[src/rtl/opf_pkg.sv]
// types and constants shared by the packet framer modules
package opf_pkg;

  typedef enum logic [2:0] {
    PH_IDLE,
    PH_NEWLEN,
    PH_TWO,
    PH_MULTI,
    PH_BODY
  } phase_t;

  typedef enum logic [1:0] {
    ST_OK    = 2'd0,
    ST_NOTAG = 2'd1,
    ST_INDET = 2'd2,
    ST_TRUNC = 2'd3
  } status_t;

  localparam logic       KIND_BYTE    = 1'b0;
  localparam logic [7:0] LEN_TWO_MIN  = 8'd192;
  localparam logic [7:0] LEN_TWO_MAX  = 8'd223;
  localparam logic [7:0] LEN_FIVE     = 8'd255;
  localparam logic [1:0] OLD_LEN_ONE  = 2'd0;
  localparam logic [1:0] OLD_LEN_TWO  = 2'd1;
  localparam logic [1:0] OLD_LEN_INDET = 2'd3;
  localparam logic [3:0] OLD_TAG_HIGH = 4'h8;

  typedef struct packed {
    logic          byte_valid;
    logic [7:0]    out_byte;
    logic          packet_done;
    status_t       status;
    logic [31:0]   packet_bytes;
  } result_t;

endpackage

[src/rtl/opf_parser.sv]
// header parser: state registers and the next-state and result logic
module opf_parser (
  input  logic              clk,
  input  logic              rst,
  input  logic              accept,
  input  logic              kind,
  input  logic [7:0]        data_byte,
  output opf_pkg::result_t  result
);

  opf_pkg::phase_t phase, phase_next;
  logic [31:0] length_accum, length_accum_next;
  logic [2:0]  length_bytes_left, length_bytes_left_next;
  logic [31:0] body_left, body_left_next;
  logic        partial_chunk, partial_chunk_next;
  logic [31:0] bytes_buffered, bytes_buffered_next;

  logic        have_len;
  logic [31:0] len;
  logic        len_partial;
  logic        done;
  logic [2:0]  left_dec;
  logic [31:0] body_dec;
  logic [31:0] acc_shift;

  always_ff @(posedge clk) begin
    if (rst) begin
      phase             <= opf_pkg::PH_IDLE;
      length_accum      <= '0;
      length_bytes_left <= '0;
      body_left         <= '0;
      partial_chunk     <= 1'b0;
      bytes_buffered    <= '0;
    end else if (accept) begin
      phase             <= phase_next;
      length_accum      <= length_accum_next;
      length_bytes_left <= length_bytes_left_next;
      body_left         <= body_left_next;
      partial_chunk     <= partial_chunk_next;
      bytes_buffered    <= bytes_buffered_next;
    end
  end

  always_comb begin
    phase_next             = phase;
    length_accum_next      = length_accum;
    length_bytes_left_next = length_bytes_left;
    body_left_next         = body_left;
    partial_chunk_next     = partial_chunk;
    bytes_buffered_next    = bytes_buffered;
    result                 = '0;
    result.status          = opf_pkg::ST_OK;
    have_len               = 1'b0;
    len                    = '0;
    len_partial            = 1'b0;
    done                   = 1'b0;
    left_dec  = (length_bytes_left == 3'd0) ? 3'd0 : length_bytes_left - 3'd1;
    body_dec  = (body_left == 32'd0) ? 32'd0 : body_left - 32'd1;
    acc_shift = {length_accum[23:0], data_byte};

    if (kind != opf_pkg::KIND_BYTE) begin
      if (phase != opf_pkg::PH_IDLE) begin
        result.status = opf_pkg::ST_TRUNC;
      end
      phase_next             = opf_pkg::PH_IDLE;
      length_accum_next      = '0;
      length_bytes_left_next = '0;
      body_left_next         = '0;
      partial_chunk_next     = 1'b0;
      bytes_buffered_next    = '0;
    end else begin
      unique case (phase)
        opf_pkg::PH_IDLE: begin
          if (!data_byte[7]) begin
            result.status = opf_pkg::ST_NOTAG;
          end else if (data_byte[6]) begin
            result.byte_valid   = 1'b1;
            result.out_byte     = data_byte;
            bytes_buffered_next = 32'd1;
            phase_next          = opf_pkg::PH_NEWLEN;
          end else if (data_byte[1:0] == opf_pkg::OLD_LEN_INDET) begin
            result.status = opf_pkg::ST_INDET;
          end else begin
            result.byte_valid   = 1'b1;
            result.out_byte     = {opf_pkg::OLD_TAG_HIGH, data_byte[5:2]};
            bytes_buffered_next = 32'd1;
            length_accum_next   = '0;
            unique case (data_byte[1:0])
              opf_pkg::OLD_LEN_ONE: length_bytes_left_next = 3'd1;
              opf_pkg::OLD_LEN_TWO: length_bytes_left_next = 3'd2;
              default:              length_bytes_left_next = 3'd4;
            endcase
            phase_next = opf_pkg::PH_MULTI;
          end
        end
        opf_pkg::PH_NEWLEN: begin
          if (data_byte < opf_pkg::LEN_TWO_MIN) begin
            have_len = 1'b1;
            len      = {24'd0, data_byte};
          end else if (data_byte <= opf_pkg::LEN_TWO_MAX) begin
            length_accum_next = {19'd0, data_byte[4:0], 8'd0};
            phase_next        = opf_pkg::PH_TWO;
          end else if (data_byte != opf_pkg::LEN_FIVE) begin
            have_len    = 1'b1;
            len_partial = 1'b1;
            len         = 32'd1 << data_byte[4:0];
          end else begin
            length_accum_next      = '0;
            length_bytes_left_next = 3'd4;
            phase_next             = opf_pkg::PH_MULTI;
          end
        end
        opf_pkg::PH_TWO: begin
          have_len = 1'b1;
          len      = length_accum + {24'd0, data_byte} + {24'd0, opf_pkg::LEN_TWO_MIN};
        end
        opf_pkg::PH_MULTI: begin
          length_accum_next      = acc_shift;
          length_bytes_left_next = left_dec;
          if (left_dec == 3'd0) begin
            have_len = 1'b1;
            len      = acc_shift;
          end
        end
        opf_pkg::PH_BODY: begin
          result.byte_valid = 1'b1;
          result.out_byte   = data_byte;
          if (bytes_buffered != 32'hFFFF_FFFF) begin
            bytes_buffered_next = bytes_buffered + 32'd1;
          end
          body_left_next = body_dec;
          if (body_dec == 32'd0) begin
            if (partial_chunk) begin
              partial_chunk_next = 1'b0;
              phase_next         = opf_pkg::PH_NEWLEN;
            end else begin
              done = 1'b1;
            end
          end
        end
        default: begin
          phase_next = opf_pkg::PH_IDLE;
        end
      endcase

      if (have_len) begin
        partial_chunk_next     = len_partial;
        body_left_next         = len;
        length_accum_next      = '0;
        length_bytes_left_next = '0;
        if (len == 32'd0) begin
          if (len_partial) begin
            phase_next = opf_pkg::PH_NEWLEN;
          end else begin
            done = 1'b1;
          end
        end else begin
          phase_next = opf_pkg::PH_BODY;
        end
      end

      if (done) begin
        result.packet_done  = 1'b1;
        result.packet_bytes = bytes_buffered_next;
      end

      // errors and finished packets leave the parser idle and clean
      if (done || result.status != opf_pkg::ST_OK) begin
        phase_next             = opf_pkg::PH_IDLE;
        length_accum_next      = '0;
        length_bytes_left_next = '0;
        body_left_next         = '0;
        partial_chunk_next     = 1'b0;
        bytes_buffered_next    = '0;
      end
    end
  end

endmodule

[src/rtl/opf_out_reg.sv]
// result register with valid and stall towards the consumer
module opf_out_reg (
  input  logic              clk,
  input  logic              rst,
  input  logic              load,
  input  opf_pkg::result_t  result_next,
  output logic              full_stall,
  output logic              result_valid,
  input  logic              result_stall,
  output opf_pkg::result_t  result
);

  logic result_valid_next;

  assign full_stall = result_valid && result_stall;

  always_comb begin
    if (load) begin
      result_valid_next = 1'b1;
    end else if (result_stall) begin
      result_valid_next = result_valid;
    end else begin
      result_valid_next = 1'b0;
    end
  end

  always_ff @(posedge clk) begin
    if (rst) begin
      result_valid <= 1'b0;
    end else begin
      result_valid <= result_valid_next;
    end
  end

  always_ff @(posedge clk) begin
    if (load) begin
      result <= result_next;
    end
  end

endmodule

[src/rtl/openpgp_packet_framer.sv]
// packet framer top level: parser and result register
//
//   channel  | handshake                   | payload
//   ---------+-----------------------------+-------------------------------------
//   item     | item_valid / item_stall     | kind, data_byte
//   result   | result_valid / result_stall | byte_valid, out_byte, packet_done,
//            |                             | status, packet_bytes
//
// one item per clock while item_stall is low; its result appears in the cycle after acceptance
// the parser state and its 32-bit adds and compares set the path to the result register
// rst clears the parser to idle and empties the result register
// a stalled result holds; item_stall is high only while a result waits and is stalled
module openpgp_packet_framer (
  input  logic        clk,
  input  logic        rst,
  input  logic        item_valid,
  output logic        item_stall,
  input  logic        kind,
  input  logic [7:0]  data_byte,
  output logic        result_valid,
  input  logic        result_stall,
  output logic        byte_valid,
  output logic [7:0]  out_byte,
  output logic        packet_done,
  output logic [1:0]  status,
  output logic [31:0] packet_bytes
);

  logic             accept;
  opf_pkg::result_t parsed;
  opf_pkg::result_t held;

  assign accept = item_valid && !item_stall;

  opf_parser u_parser (
    .clk       (clk),
    .rst       (rst),
    .accept    (accept),
    .kind      (kind),
    .data_byte (data_byte),
    .result    (parsed)
  );

  opf_out_reg u_out_reg (
    .clk          (clk),
    .rst          (rst),
    .load         (accept),
    .result_next  (parsed),
    .full_stall   (item_stall),
    .result_valid (result_valid),
    .result_stall (result_stall),
    .result       (held)
  );

  assign byte_valid   = held.byte_valid;
  assign out_byte     = held.out_byte;
  assign packet_done  = held.packet_done;
  assign status       = held.status;
  assign packet_bytes = held.packet_bytes;

endmodule

[config.mk]
export PLATFORM = sky130hd
export DESIGN_NAME = openpgp_packet_framer
export DESIGN_NICKNAME = d
export VERILOG_FILES = /design/src/rtl/opf_pkg.sv /design/src/rtl/opf_parser.sv /design/src/rtl/opf_out_reg.sv /design/src/rtl/openpgp_packet_framer.sv
export SDC_FILE = /design/constraint.sdc
export NUM_CORES = 1
export LEC_CHECK = 0
export BUFFER_PORTS_ARGS = -buffer_cell sky130_fd_sc_hd__clkbuf_2
export CORE_MARGIN = 3
export CORE_UTILIZATION = 50
export CTS_CLUSTER_DIAMETER = 60
export DETAILED_ROUTE_END_ITERATION = 7
export MAX_ROUTING_LAYER = met4
export PLACE_DENSITY_LB_ADDON = 0.05
export SLEW_MARGIN = 20
export SYNTH_ARGS = -nofsm -noshare
export SYNTH_HDL_FRONTEND = slang
export SYNTH_SLANG_ARGS = --single-unit
[constraint.sdc]
create_clock -name clk -period 4.4 [get_ports clk]
set_input_delay 0.66 -clock clk [delete_from_list [all_inputs] [get_ports clk]]
set_output_delay 0.66 -clock clk [all_outputs]
set_load 0.1 [all_outputs]
==> results of run 1 <==
[cell type report]
cell class	instances	area, um2
clock buffer	18	429
clock inverter	14	196
fill	1816	7470
inverter	31	116
multi-input combinational	942	6120
sequential	148	3400
tap	265	332
timing repair buffer	206	1460
[where the power goes]
group | switching [uW] | total, uW | internal [uW] | leakage [uW]
clock network | 682 | 1600 | 915 | 0.000299
registers | 97.2 | 1580 | 1490 | 0.00128
logic | 3280 | 5450 | 2170 | 0.00317
[layer usage]
metal | vias up | global-route usage [%] | share of wire (%)
li1 | 4930 | - | -
met1 | 5136 | 44.9 | 43
met2 | 555 | 52.1 | 46
met3 | 81 | 6.01 | 8.0
met4 | 0 | 10.7 | 2.9
met5 | - | - | 0
[cell usage in the layout (no fill, tap or decap), types with 10 or more instances in the layout]
cell type | Yosys | routed
nor2b_1 | 10 | 10
and4_1 | 10 | 10
a32oi_1 | 11 | 11
o21a_1 | 14 | 14
a221o_1 | 16 | 16
nor2_1 | 136 | 136
a21oi_1 | 50 | 47
a21o_1 | 11 | 11
o21ai_0 | 36 | 36
nand3_1 | 43 | 43
a22o_1 | 43 | 43
a22oi_1 | 17 | 17
and3_1 | 18 | 17
o2bb2ai_1 | 10 | 10
nand4_1 | 30 | 30
xnor2_1 | 27 | 27
clkbuf_2 | 2 | 58
or3_1 | 22 | 22
inv_1 | 31 | 30
edfxtp_1 | 44 | 44
o211ai_1 | 11 | 11
ha_1 | 19 | 19
nand2b_1 | 10 | 10
clkbuf_16 | 0 | 17
buf_4 | 4 | 143
nand2_1 | 116 | 116
nor3_1 | 42 | 41
dfxtp_1 | 104 | 104
xor2_1 | 15 | 15
o41ai_1 | 14 | 14
nor4_1 | 27 | 26
or4_1 | 17 | 17
[cell families (layout without fill, tap and decap cells)]
kind of cell	count (synthesis)	in the layout	synth area share, %
DFF	148	148	34.0
muxes	9	9	0.926
and+or+nand+nor	529	529	27.3
adders and majority gates	20	20	2.58
AOI/OAI and AO/OA	342	342	26.1
buffers and inverters	126	269	5.34
xor gates and xnor gates	42	42	3.68
[through the flow]
step           hold slack, ns  instance area (um2)  instances
2_1_floorplan           0.453                10000       1216
3_3_place_gp            0.467                11400       1591
3_5_place_dp            0.485                11400       1591
4_1_cts                 0.447                12000       1623
5_1_grt                 0.454                12100       1624
6_report                0.451                12100       1624
[path summary, 6_finish.rpt]
kind | start | end | slack [ns] | depth (start not counted)
min reg2reg | u_parser.bytes_buffered[26] | u_parser.bytes_buffered[26] | 0.49 | 2
max | u_parser.length_accum[2] | u_parser.bytes_buffered[9] | 0.27 | 15
min | item_valid | u_out_reg.result_valid | 0.45 | 2
max reg2reg | u_parser.length_accum[2] | u_parser.bytes_buffered[9] | 0.27 | 15
[state kept, by name, summed over array words and instances, names as in the netlist]
| signal | count |
|---|---|
| u_out_reg.result | 44 |
| u_parser.partial_chunk | 1 |
| u_parser.bytes_buffered | 32 |
| u_out_reg.result_valid | 1 |
| u_parser.phase | 3 |
| u_parser.body_left | 32 |
| u_parser.length_bytes_left | 3 |
| u_parser.length_accum | 32 |
[repair_timing]
action	CTS	global route
resized for setup	0	4
hold buffers	0	0
setup endpoints to repair	0	34
hold endpoints to repair	0	0
==> flow_summary.json, run 1 <==
{
  "dieArea_um2": 21700,
  "path_clk_slew_ns": 0.07,
  "route.detailed.drc": 0,
  "p_leak_uw": 0.00475,
  "finalMaxSlewViolations": 0,
  "synth_most_common_cell": "nor2_1",
  "yosys-top-cells-count": "nor2_1, nand2_1, dfxtp_1",
  "crit_family": "compound AO/OA/AOI/OAI gates",
  "wl_per_cell_um": 22.0,
  "yosysWarnings": 0,
  "ioPinCount": 59,
  "synth.area.top_cells": "dfxtp_1, edfxtp_1, nor2_1",
  "synth_seq_area_share_pct": 34.0,
  "ctsRootBufferMaster": "clkbuf_16",
  "status": "finished, final reports clean",
  "setup_tns_ns": 0,
  "grt_usage_pct": 33.6,
  "rsz0062_at_grt": "false",
  "synth_cells": 1216,
  "synth_top_area_share_pct": 20.8,
  "synth_area_per_cell_um2": 8.22,
  "nNetsFinal": 1379,
  "ys.flop_type": "dfxtp_1",
  "synth_top_area_cell": "dfxtp_1",
  "worstSetupEndpointType": "flop",
  "grt_max_degree": 47,
  "cts_tree": "done",
  "finalCritPeriodShare_pct": 93.9,
  "hold_violations": 0,
  "worst_path_most_repeated_cell": "buf_4",
  "max-cap-violations": 0,
  "gr-total-overflow": 0,
  "power.total_uw": 8630,
  "post-place-ws_ns": -0.129,
  "vias_per_cell": 6.59,
  "die_h_um": 147,
  "gp_congestion": 0.982,
  "grt_pass1_wl_um": 56200,
  "finalCriticalPeriod_ns": 4.13,
  "cp_cell_sequence": "ha_1 > ha_1 > a211oi_2 > buf_4 > nor3_2 > o21ai_1 > mux2_2 > a221oi_1 > buf_4 > nand4_1 > nor4_2 > and3_2 > buf_4 > nor4_1 > a221o_1",
  "die_w_um": 147,
  "yosysUniqueCellTypes": 84,
  "cts_htree_levels": 4,
  "utilization_pct": 61.7,
  "cts_sinks": 148,
  "worst_slack_ns": 0.270,
  "worstPathArrival_ns": 4.45,
  "timing.fmax_mhz": 242,
  "cpPeakStageDelay_ns": 0.45,
  "criticalPathCategory": "flop to flop",
  "drt-initial-drc-count": 1200,
  "crit_fanout": 14,
  "row_count": 51,
  "hpwl_um": 25900,
  "numCtsBuffers": 17,
  "synth.cell_area_um2": 10000,
  "powerDensity_nw_per_um2": 716,
  "ys_seq_elements": 148,
  "skew_ns": 0.0143,
  "totalWireLength_um": 35800,
  "synth_fp_nets": 1249,
  "core_um2": 19500,
  "clockBufferDepth": 2,
  "syn2layout_area_growth_pct": 20.6,
  "worst_path_max_delay_cell": "dfxtp_1",
  "clkLatencyLatePin_ns": 0.44,
  "diodes": 0,
  "post_cts_buffers": 0,
  "hold_class": "primary input to flop",
  "grt_pass1_vias": 9825,
  "drive_above_1_share_pct": 20.4,
  "crit_buf_inv": 3,
  "report.final.setup_viol": 0,
  "port_buffers": 58,
  "start_kind": "flop",
  "required_ns": 4.72,
  "drt-pass1-iter-count": 5,
  "antenna_found_initial": 0,
  "via_count": 10700,
  "synth_edf_count": 44,
  "ant_nets": 0,
  "worstMarginPinSlew_ns": 0.801,
  "peakVddDrop_uv": 518,
  "start_util_pct": 51.2,
  "max_slew_margin_pct": 46.3,
  "async_reset_ff_share_pct": 0
}
(Power assumes the default switching activity.)
==> run 2: changes to the inputs <==
- CORE_UTILIZATION: 50 -> 55
- CTS_CLUSTER_SIZE: unset -> 28
- MAX_ROUTING_LAYER: met4 -> unset
==> run 2 against run 1 <==
The run now ends with DRC left; sequential share of layout area grew 0.94 points; first-iteration DRC count grew 8.6%; highest routed layer is now met5; wire length shrank 3.5%; clock-buffer cell count shrank 1; largest power group unchanged; global-route usage grew 0.90 points; utilization grew 4.8 points; hold slack gained 0.024 ns.
==> flow_summary.json, run 2 (synthesized netlist as in run 1, its figures left out) <==
{
  "path_clk_slew_ns": 0.07,
  "drt-initial-drc-count": 1303,
  "timing.fmax_mhz": 236,
  "grt_pass1_vias": 9741,
  "min_from": "item_valid",
  "finalInstanceArea_um2": 11700,
  "numCtsBuffers": 17,
  "start_kind": "flop",
  "cts_hold_buf": 0,
  "finalCriticalPeriod_ns": 4.24,
  "vias_per_cell": 6.86,
  "dieArea_um2": 19800,
  "ctsRootBufferMaster": "clkbuf_16",
  "wl_per_cell_um": 22.4,
  "ioPinCount": 59,
  "layout_common_cells": "nor2_1, nand2_1, dfxtp_1",
  "cts_htree_levels": 4,
  "drive_above_1_share_pct": 17.6,
  "syn2layout_area_growth_pct": 16.7,
  "clkLatencyLatePin_ns": 0.45,
  "die_w_um": 141,
  "hold_slack_ns": 0.475,
  "max-cap-violations": 0,
  "violations": "DRC",
  "grt_usage_pct": 34.5,
  "nNetsFinal": 1337,
  "cts_tree": "done",
  "grt_pass1_wl_um": 54600,
  "start_util_pct": 57.0,
  "grt_max_degree": 33,
  "setup_tns_ns": 0,
  "layout_commonest_cell": "nor2_1",
  "largest_reg_flops": 44,
  "core_um2": 17500,
  "required_ns": 4.79,
  "row_count": 48,
  "criticalPathCategory": "flop to flop",
  "nFillCells": 1503,
  "clockBufferDepth": 2,
  "worstPathArrival_ns": 4.63,
  "via_count": 10600,
  "crit_fanout": 10,
  "top_register": "u_out_reg.result",
  "gp_congestion": 0.970,
  "status": "finished with violations",
  "hold_class": "primary input to flop",
  "max_slew_margin_pct": 38.1,
  "skew_ns": 0.0172,
  "hold_violations": 0,
  "peakVddDrop_uv": 600,
  "finalCritPeriodShare_pct": 96.4,
  "powerDensity_nw_per_um2": 703,
  "p_leak_uw": 0.00454,
  "finalMaxSlewViolations": 0,
  "diodes": 0,
  "gr-total-overflow": 0,
  "rsz0062_at_grt": "false",
  "totalWireLength_um": 34500,
  "antenna_found_initial": 1,
  "placed_area_um2": 11100,
  "route.detailed.drc": 5,
  "crit_start": "u_parser.length_accum[1]",
  "worstSetupEndpointType": "flop",
  "worstMarginPinSlew_ns": 0.926,
  "report.final.setup_viol": 0,
  "cts_sinks": 148,
  "hpwl_um": 24800,
  "reg2reg_from": "u_parser.length_accum[1]",
  "die_h_um": 141,
  "drt-pass1-iter-count": 8,
  "port_buffers": 58,
  "ant_nets": 0
}
==> run 2: cell count changes in the layout (fill, tap and decap cells not counted), sizes merged <==
cell,change
buf,-42
inv,+2
bufinv,-1
clkbuf,-1
clkinv,+1
clkinvlp,-1
==> run 2: routing by layer <==
metal	track usage, %	wire [um]	vias up
met1	45.8	14300	4994
met2	56.0	16000	622
met4	12.4	1200	2
li1	-	-	4844
met3	6.78	3060	109
met5	0	7	-
==> run 2: layout make-up <==
cell class / count / area, um2 / area share (%)
clock buffers: 17 / 425 / 3.65
clock inverters: 15 / 188 / 1.61
inverters: 31 / 116 / 0.998
multi-input cells: 942 / 6100 / 52.3
flip-flops and latches: 148 / 3400 / 29.2
well taps: 225 / 282 / 2.41
repair buffers: 164 / 1150 / 9.85
==> run 2: where the power goes <==
group	internal (uW)	switching, uW	total [uW]
Combinational	1910	3150	5060
Clock	864	684	1550
Sequential	1490	112	1600
==> run 2: worst paths after layout <==
check	endpoint	slack [ns]	cells past startpoint
min reg2reg	u_parser.bytes_buffered[7]	0.50	2
max reg2reg	u_parser.bytes_buffered[9]	0.16	14
min	u_out_reg.result_valid	0.48	2
max	u_parser.bytes_buffered[9]	0.16	14
==> run 2: through the flow <==
step	util, %	instances	setup slack [ns]	power (uW)
floorplan	-	1216	0.0498	5060
CTS	66.5	1542	0.227	8070
detailed placement	63.0	1510	-0.124	6510
global placement	63.0	1510	-0.0279	6490
global route	66.5	1542	0.00219	8730
finish	66.5	1542	0.159	8200
==> run 2: repair_timing <==
item	CTS	global route
resized for setup	0	1
setup buffers	0	0
endpoints found under the setup margin	0	6
==> run 2: critical path: stages, from the launching register on <==
cell	delay [ns]
dfxtp_1	0.38
ha_1	0.30
ha_1	0.17
inv_1	0.06
fa_1	0.38
nor2b_1	0.19
o31ai_1	0.14
a211o_2	0.41
o41ai_1	0.37
a31oi_1	0.11
and4_1	0.20
and4_1	0.22
and3_2	0.29
nor3_2	0.71
a221o_1	0.27
